## src/hdl/assert_macros.svh

```systemverilog
// ----------------------------------------------------------------------------
// Assertion macros
// Shared concurrent assertion wrappers, compiled out when ASSERT_OFF is set.
// ----------------------------------------------------------------------------
`ifndef ASSERT_MACROS_SVH
`define ASSERT_MACROS_SVH

`ifndef ASSERT_OFF
// same-cycle implication
`define ASSERT_IMPLY(lbl, clk, rst, pre, post, msg) \
   lbl: assert property (@(posedge clk) disable iff (rst) (pre) |-> (post)) \
      else $error(msg);
// next-cycle implication
`define ASSERT_NEXT(lbl, clk, rst, pre, post, msg) \
   lbl: assert property (@(posedge clk) disable iff (rst) (pre) |=> (post)) \
      else $error(msg);
`else
`define ASSERT_IMPLY(lbl, clk, rst, pre, post, msg)
`define ASSERT_NEXT(lbl, clk, rst, pre, post, msg)
`endif

`endif

```

## src/hdl/wcf_pkg.sv

```systemverilog
// ----------------------------------------------------------------------------
// Word CRC-8 framer/deframer package
// Command codes, result record, receive status and the CRC-8 byte update.
// ----------------------------------------------------------------------------
`default_nettype none

package wcf_pkg;

   typedef enum logic [1:0] {
      CMD_SEND_CODE = 2'd0,
      CMD_SEND_ARG  = 2'd1,
      CMD_RX_BYTE   = 2'd2,
      CMD_CLEAR     = 2'd3
   } cmd_type;

   localparam logic [7:0] CRC_INIT = 8'hFF;
   localparam logic [7:0] CRC_POLY = 8'h31;
   localparam logic [7:0] CRC_TOP  = 8'h80;

   typedef struct packed {
      logic [7:0]  tx_byte;
      logic        tx_valid;
      logic [15:0] rx_word;
      logic        rx_word_valid;
      logic        crc_ok;
      logic        failed_sticky;
      logic        last;
   } rsp_type;

   typedef struct packed {
      logic [15:0] word;
      logic        complete;
      logic        crc_ok;
      logic        failed_cur;
      logic        failed_next;
   } rx_status_type;

   // MSB-first CRC-8 update over one byte
   function automatic logic [7:0] crc8_byte(input logic [7:0] acc, input logic [7:0] b);
      logic [7:0] r;
      r = acc ^ b;
      for (int k = 0; k < 8; k++) begin
         if ((r & CRC_TOP) != 8'h00) begin
            r = {r[6:0], 1'b0} ^ CRC_POLY;
         end else begin
            r = {r[6:0], 1'b0};
         end
      end
      return r;
   endfunction

endpackage

`default_nettype wire

```

## src/hdl/wcf_rx.sv

```systemverilog
// ----------------------------------------------------------------------------
// Word CRC-8 deframer
// Gathers received bytes in groups of three, keeps a running CRC over the
// first two and holds the sticky bad-CRC flag.
// ----------------------------------------------------------------------------
`default_nettype none
`include "assert_macros.svh"

module wcf_rx (
   input  wire logic                  clock,
   input  wire logic                  reset,
   input  wire logic                  step,      // commit the held transaction
   input  wire wcf_pkg::cmd_type      cmd,
   input  wire logic [7:0]            rx_byte,
   input  wire logic                  fin,
   output wcf_pkg::rx_status_type     status
);
   import wcf_pkg::*;

   logic [1:0]  phase_ff, phase_in;
   logic [15:0] held_ff, held_in;
   logic [7:0]  crc_ff, crc_in;
   logic        fail_ff, fail_in;
   logic [1:0]  ph;
   logic        ok;

   always_comb begin
      // an unused phase code counts as the start of a group
      ph = (phase_ff == 2'd3) ? 2'd0 : phase_ff;
      ok = (crc_ff == rx_byte);

      status.word        = held_ff;
      status.complete    = (cmd == CMD_RX_BYTE) && (ph == 2'd2);
      status.crc_ok      = ok;
      status.failed_cur  = fail_ff;
      status.failed_next = fail_ff | (status.complete & ~ok);

      phase_in = phase_ff;
      held_in  = held_ff;
      crc_in   = crc_ff;
      fail_in  = fail_ff;
      if (step) begin
         unique case (cmd)
            CMD_RX_BYTE: begin
               if (ph == 2'd0) begin
                  held_in  = {rx_byte, 8'h00};
                  crc_in   = crc8_byte(CRC_INIT, rx_byte);
                  phase_in = fin ? 2'd0 : 2'd1;
               end else if (ph == 2'd1) begin
                  held_in  = {held_ff[15:8], rx_byte};
                  crc_in   = crc8_byte(crc_ff, rx_byte);
                  phase_in = fin ? 2'd0 : 2'd2;
               end else begin
                  phase_in = 2'd0;
                  fail_in  = status.failed_next;
               end
            end
            CMD_CLEAR: begin
               phase_in = 2'd0;
               held_in  = 16'h0000;
               fail_in  = 1'b0;
            end
            default: begin
               // transmit transactions leave the receiver alone
               phase_in = phase_ff;
            end
         endcase
      end
   end

   always_ff @(posedge clock) begin
      if (reset) begin
         phase_ff <= 2'd0;
         held_ff  <= 16'h0000;
         fail_ff  <= 1'b0;
      end else begin
         phase_ff <= phase_in;
         held_ff  <= held_in;
         fail_ff  <= fail_in;
      end
   end

   always_ff @(posedge clock) begin
      crc_ff <= crc_in;
   end

   `ASSERT_NEXT(a_clear_resets, clock, reset, step && (cmd == CMD_CLEAR), !fail_ff && (phase_ff == 2'd0), "clear left receiver state")
   `ASSERT_NEXT(a_fail_sticky, clock, reset, fail_ff && !(step && (cmd == CMD_CLEAR)), fail_ff, "failure flag dropped without clear")
   `ASSERT_IMPLY(a_fail_cause, clock, reset, $rose(fail_ff), $past(step && status.complete && !ok), "failure flag set without bad CRC")

endmodule

`default_nettype wire

```

## src/hdl/word_crc8_framer_deframer.sv

```systemverilog
// ----------------------------------------------------------------------------
// Word CRC-8 framer/deframer
// Turns command codes and argument words into bus bytes with CRC-8 (0x31,
// initial 0xFF) and gathers received byte triplets into checked words.
// ----------------------------------------------------------------------------
// Usage:
//   req channel: tuser = command (0 send code, 1 send argument, 2 received
//   byte, 3 clear receiver), tdata = word or received byte, tlast = final
//   word or byte of a transfer.
//   rsp channel: one byte to transmit or one received word per transaction,
//   tlast on the final result of a transaction that came in with tlast.
//   Each request is held in an input register; its results are registered
//   in a single output register, one result per cycle while rsp_tready is
//   high. A send code emits two bytes, a send argument three (high byte, low
//   byte, CRC), a completing received byte one word and other requests none;
//   the next request is taken in the cycle the current one issues its final
//   result, so throughput is set by the single result register.
//   Reset (synchronous) empties both registers and clears the receive phase,
//   held bytes and the sticky failure flag.
//   While rsp_tready is low the result holds; the input register still takes
//   a request if empty, then req_tready drops until results move on.
// ----------------------------------------------------------------------------
`default_nettype none
`include "assert_macros.svh"

module word_crc8_framer_deframer (
   input  wire logic        clock,
   input  wire logic        reset,
   input  wire logic        req_tvalid,
   output      logic        req_tready,
   input  wire logic [15:0] req_tdata,   // [15:0] data_word
   input  wire logic [1:0]  req_tuser,   // [1:0] cmd
   input  wire logic        req_tlast,   // final_req
   output      logic        rsp_tvalid,
   input  wire logic        rsp_tready,
   output      logic [31:0] rsp_tdata,   // [7:0] tx_byte, [23:8] rx_word,
                                         // [24] crc_ok, [25] failed_sticky, zero
   output      logic [1:0]  rsp_tuser,   // [0] tx_valid, [1] rx_word_valid
   output      logic        rsp_tlast    // last
);
   import wcf_pkg::*;

   logic          in_vld_ff, in_vld_in;
   cmd_type       in_cmd_ff;
   logic [15:0]   in_data_ff;
   logic          in_fin_ff;
   logic [1:0]    idx_ff, idx_in;
   logic          out_vld_ff, out_vld_in;
   rsp_type       out_ff, out_in;

   rx_status_type rx_st;
   logic [1:0]    cnt;
   logic          has_rsp;
   logic          out_free;
   logic          is_final;
   logic          emit;
   logic          done;
   logic          req_take;
   logic [7:0]    arg_crc;

   wcf_rx u_rx (
      .clock   (clock),
      .reset   (reset),
      .step    (done),
      .cmd     (in_cmd_ff),
      .rx_byte (in_data_ff[7:0]),
      .fin     (in_fin_ff),
      .status  (rx_st)
   );

   always_comb begin
      unique case (in_cmd_ff)
         CMD_SEND_CODE: cnt = 2'd2;
         CMD_SEND_ARG:  cnt = 2'd3;
         CMD_RX_BYTE:   cnt = {1'b0, rx_st.complete};
         CMD_CLEAR:     cnt = 2'd0;
         default:       cnt = 2'd0;
      endcase
      has_rsp  = (cnt != 2'd0);
      out_free = !out_vld_ff || rsp_tready;
      is_final = (idx_ff == (cnt - 2'd1));
      emit     = in_vld_ff && has_rsp && out_free;
      done     = in_vld_ff && (!has_rsp || (out_free && is_final));
      req_tready = !in_vld_ff || done;
      req_take   = req_tvalid && req_tready;

      arg_crc = crc8_byte(crc8_byte(CRC_INIT, in_data_ff[15:8]), in_data_ff[7:0]);

      out_in = '0;
      if (in_cmd_ff == CMD_RX_BYTE) begin
         out_in.rx_word       = rx_st.word;
         out_in.rx_word_valid = 1'b1;
         out_in.crc_ok        = rx_st.crc_ok;
         out_in.failed_sticky = rx_st.failed_next;
         out_in.last          = in_fin_ff;
      end else begin
         case (idx_ff)
            2'd0:    out_in.tx_byte = in_data_ff[15:8];
            2'd1:    out_in.tx_byte = in_data_ff[7:0];
            default: out_in.tx_byte = arg_crc;
         endcase
         out_in.tx_valid      = 1'b1;
         out_in.failed_sticky = rx_st.failed_cur;
         out_in.last          = is_final && in_fin_ff;
      end

      idx_in = idx_ff;
      if (done) begin
         idx_in = 2'd0;
      end else if (emit) begin
         idx_in = idx_ff + 2'd1;
      end

      in_vld_in = in_vld_ff;
      if (req_take) begin
         in_vld_in = 1'b1;
      end else if (done) begin
         in_vld_in = 1'b0;
      end

      out_vld_in = out_vld_ff;
      if (emit) begin
         out_vld_in = 1'b1;
      end else if (rsp_tready) begin
         out_vld_in = 1'b0;
      end
   end

   always_ff @(posedge clock) begin
      if (reset) begin
         in_vld_ff  <= 1'b0;
         idx_ff     <= 2'd0;
         out_vld_ff <= 1'b0;
      end else begin
         in_vld_ff  <= in_vld_in;
         idx_ff     <= idx_in;
         out_vld_ff <= out_vld_in;
      end
   end

   // payload: load on transaction, hold otherwise
   always_ff @(posedge clock) begin
      if (req_take) begin
         in_cmd_ff  <= cmd_type'(req_tuser);
         in_data_ff <= req_tdata;
         in_fin_ff  <= req_tlast;
      end
      if (emit) begin
         out_ff <= out_in;
      end
   end

   assign rsp_tvalid = out_vld_ff;
   assign rsp_tdata  = {6'b000000, out_ff.failed_sticky, out_ff.crc_ok,
                        out_ff.rx_word, out_ff.tx_byte};
   assign rsp_tuser  = {out_ff.rx_word_valid, out_ff.tx_valid};
   assign rsp_tlast  = out_ff.last;

   `ASSERT_IMPLY(a_no_overwrite, clock, reset, req_tvalid && req_tready, !in_vld_ff || done, "held request overwritten")
   `ASSERT_IMPLY(a_idle_index, clock, reset, !in_vld_ff, idx_ff == 2'd0, "result index not reset when idle")
   `ASSERT_NEXT(a_hold_pending, clock, reset, in_vld_ff && !done, in_vld_ff, "request dropped before its results")
   `ASSERT_IMPLY(a_kind_exclusive, clock, reset, out_vld_ff, out_ff.tx_valid != out_ff.rx_word_valid, "result kind ambiguous")

endmodule

`default_nettype wire
```

## config.mk

```make
export PLATFORM = sky130hd
export DESIGN_NAME = word_crc8_framer_deframer
export DESIGN_NICKNAME = d
export VERILOG_FILES = /design/src/hdl/wcf_pkg.sv /design/src/hdl/wcf_rx.sv /design/src/hdl/word_crc8_framer_deframer.sv
export VERILOG_INCLUDE_DIRS = /design/src /design/src/hdl
export SDC_FILE = /design/constraint.sdc
export NUM_CORES = 1
export LEC_CHECK = 0
export ABC_AREA = 1
export CORE_ASPECT_RATIO = 1.75
export CORE_MARGIN = 2
export CORE_UTILIZATION = 30
export DETAILED_ROUTE_END_ITERATION = 8
export DONT_BUFFER_PORTS = 1
export PLACE_DENSITY = 0.56
export SYNTH_ARGS = -nofsm -noshare
export SYNTH_HDL_FRONTEND = slang
export SYNTH_SLANG_ARGS = --single-unit
```

## constraint.sdc

```tcl
create_clock -name clock -period 2.5 [get_ports clock]
set_input_delay 0.5 -clock clock [delete_from_list [all_inputs] [get_ports clock]]
set_output_delay 0.5 -clock clock [all_outputs]
set_load 0.01 [all_outputs]
```

==> run summary <==
Slew @ Worst Pin: 0.560 ns
Post-route ant nets: 0
Nets@finish: 547
Cells after Synth: 513
CTS root buf: clkbuf_16
Fin. Hold Viols: 0
CP startpoint kind: flop
Fmax: 416 MHz
IO Pins: 60
DRT iter0 DRCs: 237
FF+latch area: 2140 um^2
# rows: 57
Area share of the leading cell type in the synthesized netlist: 39.6%
#FFs+latches synth: 79
Relative slew slack: 62.4%
Arr. time, crit path: 1.91 ns
Die X: 93.9 um
Mapped Area: 4240 um^2
Clock Power Share: 37.5%
Synth Warn #: 0
Run status: finished, final reports clean
Combinational power share: 17.2%
Main area contributors after synthesis: edfxtp_1, nand2_1, dfxtp_1
Sequential group share of total power: 45.3%
Hold buffers post-CTS: 0
Ys flop type: edfxtp_1
Initial Util: 30.7%
Tmin final: 2.41 ns
P per Cell Area: 720 nW/um^2
Fin Setup TNS: 0 ns
Crit end category: output port
Fin. max-slew vios: 0
CTS tree: built
Tcrit/Tclk final: 96.2%
CP top delay family: flip-flops
GRT Overall Usage: 14.3%
Number of global-route vias before repair: 3231
Syn Area/Cell: 8.27 um^2
Leak: 1.95 nW
Clk_skew: 0.00400 ns
Multi-input gate area: 1740 um^2
Clock buffer count from CTS: 9
Sw Share: 27.7%
Number of fill cells: 1482
Area Growth Syn to Fin: 12.2%
Hold Crit Class: primary input to flop
Port bufs: 0
RSZ-0062 raised after global routing: yes
Worst-path cell chain: inv_2 > nor2_4 > nand2_1 > o21ai_0 > inv_1 > nand2_1 > a21oi_2 > nand2_2 > nand2_2
Post-DR wirelength/cell: 14.7 um
Clock Pin Slew Worst Setup and Hold Paths: 0.06 ns
Hold WS: 0.222 ns
DR DRC count: 0
Largest net degree at the start of global routing: 32
DPL Wire Length: 8050 um
GRT overflow: 0
DRT Wirelength: 10300 um
CORE AREA: 13800 um^2
Sequential share of the synthesized area: 50.5%
Longest Clk Path Bufs: 2
EDFF count, synth: 56
Initial antenna violation count: 0
Setup CP Type: flop to output port
Die area: 15100 um^2
WP buf/inv: 2
Netlist cell types: 37
N_diodes: 0
Htree depth: 3
Slowest Stage Delay on Critical Path: 0.46 ns
CP max FO: 5
Worst-Skew Late Latency: 0.34 ns
Int Pwr: 2.47 mW
Final setup vio count: 0
Detailed Routing Iterations Pass 1: 4
Maximum capacitance violations: 0
Slowest stage cell, crit path: edfxtp_1
Final GP Congestion: 0.981
Peak supply drop: 0.000358 V
Vias per cell: 4.74
Routed vias: 3319
Fraction of layout cells with a size suffix above 1: 7.46%
Post-synth ARST share: 0%
Biggest area consumer among synthesized cells: edfxtp_1
Chip height: 161 um
First-pass GRT wire length: 16500 um
Net switching power: 948 uW
Critical Path RT: 2.00 ns
CTS sink count: 79
## cells by family (layout without fill, tap and decap cells)
| group | count (synthesis) | in the layout | synth area share, % |
|---|---|---|---|
| compound gates | 71 | 71 | 9.09 |
| xor+xnor | 31 | 31 | 6.40 |
| fa+ha+maj | 5 | 5 | 1.47 |
| buf+inv | 92 | 97 | 9.29 |
| flops | 79 | 79 | 50.5 |
| other cells | 1 | 6 | 0.0884 |
| simple gates | 234 | 234 | 23.2 |
## final cells by class
class,instances,area share [%]
timing repair buffer,12,2.16
multi-input combinational,347,36.5
clock inverter,4,0.999
inverter,70,5.58
clock buffer,11,5.10
tap,177,4.66
sequential,79,45.0
## layer usage
metal / up-vias / track usage [%] / wire length, um
met1: 1504 / 15.9 / 4030
met5: - / 0 / 0
met3: 25 / 3.45 / 499
li1: 1672 / - / -
met4: 0 / 8.17 / 395
met2: 118 / 24.5 / 5390
## path summary, 6_finish.rpt
path                                       from                             to  slack, ns  cells past startpoint
setup / recovery         in_cmd_ff[1]$_DFFE_PP_                     req_tready       0.09                      9
hold reg to reg   u_rx.held_ff[12]$_SDFFE_PP0P_  u_rx.held_ff[12]$_SDFFE_PP0P_       0.45                      2
setup reg to reg         in_cmd_ff[0]$_DFFE_PP_         idx_ff[1]$_SDFFE_PP0P_       0.23                      9
hold / removal                            reset  u_rx.held_ff[15]$_SDFFE_PP0P_       0.22                      1
## timing repair
item,in CTS,in global routing
setup endpoints to repair,0,8
resized for setup,0,3
buffers inserted,0,3
## state kept, by name (all words and copies together), names as in the netlist
name,flops
rsp_tvalid,1
in_data_ff,16
u_rx.crc_ff,8
rsp_tuser,2
rsp_tdata,26
u_rx.fail_ff,1
rsp_tlast,1
in_fin_ff,1
idx_ff,2
in_cmd_ff,2
in_vld_ff,1
u_rx.phase_ff,2
u_rx.held_ff,16
## power by group through the flow
| stage | logic (mW) | registers, mW | clock network (mW) |
|---|---|---|---|
| detailed placement | 0.576 | 1.58 | 0 |
| global route | 0.664 | 1.56 | 1.38 |
| CTS | 0.580 | 1.55 | 1.33 |
| finish | 0.589 | 1.55 | 1.28 |
| floorplan | 0.472 | 1.54 | 0 |
| global placement | 0.566 | 1.58 | 0 |
## cells in the final DEF (no fill, tap or decap), drive strengths merged, types with 5 or more instances in the layout
master and count:
a21oi 36, buf 12, clkbuf 11, conb 6, dfxtp 23, edfxtp 56
ha 5, inv 69, nand2 144, nand3 29, nand4 8, nor2 40
nor3 8, o21ai 23, o22ai 6, xnor2 17, xor2 14
## per-stage QoR
| stage | power, mW | util [%] | area, um^2 | setup slack [ns] | instances |
|---|---|---|---|---|---|
| global placement | 2.14 | 32.1 | 4440 | 0.200 | 682 |
| CTS | 3.46 | 34.2 | 4730 | 0.0396 | 697 |
| detailed placement | 2.16 | 32.1 | 4440 | 0.167 | 682 |
| finish | 3.42 | 34.4 | 4760 | 0.0945 | 700 |
| global route | 3.60 | 34.4 | 4760 | -0.0416 | 700 |
| floorplan | 2.02 | - | 4260 | 0.0103 | 518 |
## Yosys cell counts (2+ instances only)
| library cell | count |
|---|---|
| nand4_1 | 8 |
| buf_2 | 3 |
| o21ai_0 | 19 |
| buf_4 | 7 |
| nor2_1 | 38 |
| a211oi_1 | 2 |
| buf_6 | 2 |
| xor2_1 | 14 |
| nand3_1 | 29 |
| nand2_1 | 139 |
| nor3_1 | 8 |
| ha_1 | 5 |
| clkbuf_1 | 9 |
| a21oi_1 | 35 |
| o22ai_1 | 6 |
| edfxtp_1 | 56 |
| xnor2_1 | 17 |
| dfxtp_1 | 23 |
| inv_1 | 67 |
| nand2_2 | 5 |
| nand3b_1 | 2 |
| o21ai_1 | 4 |
(Power assumes the default switching activity.)
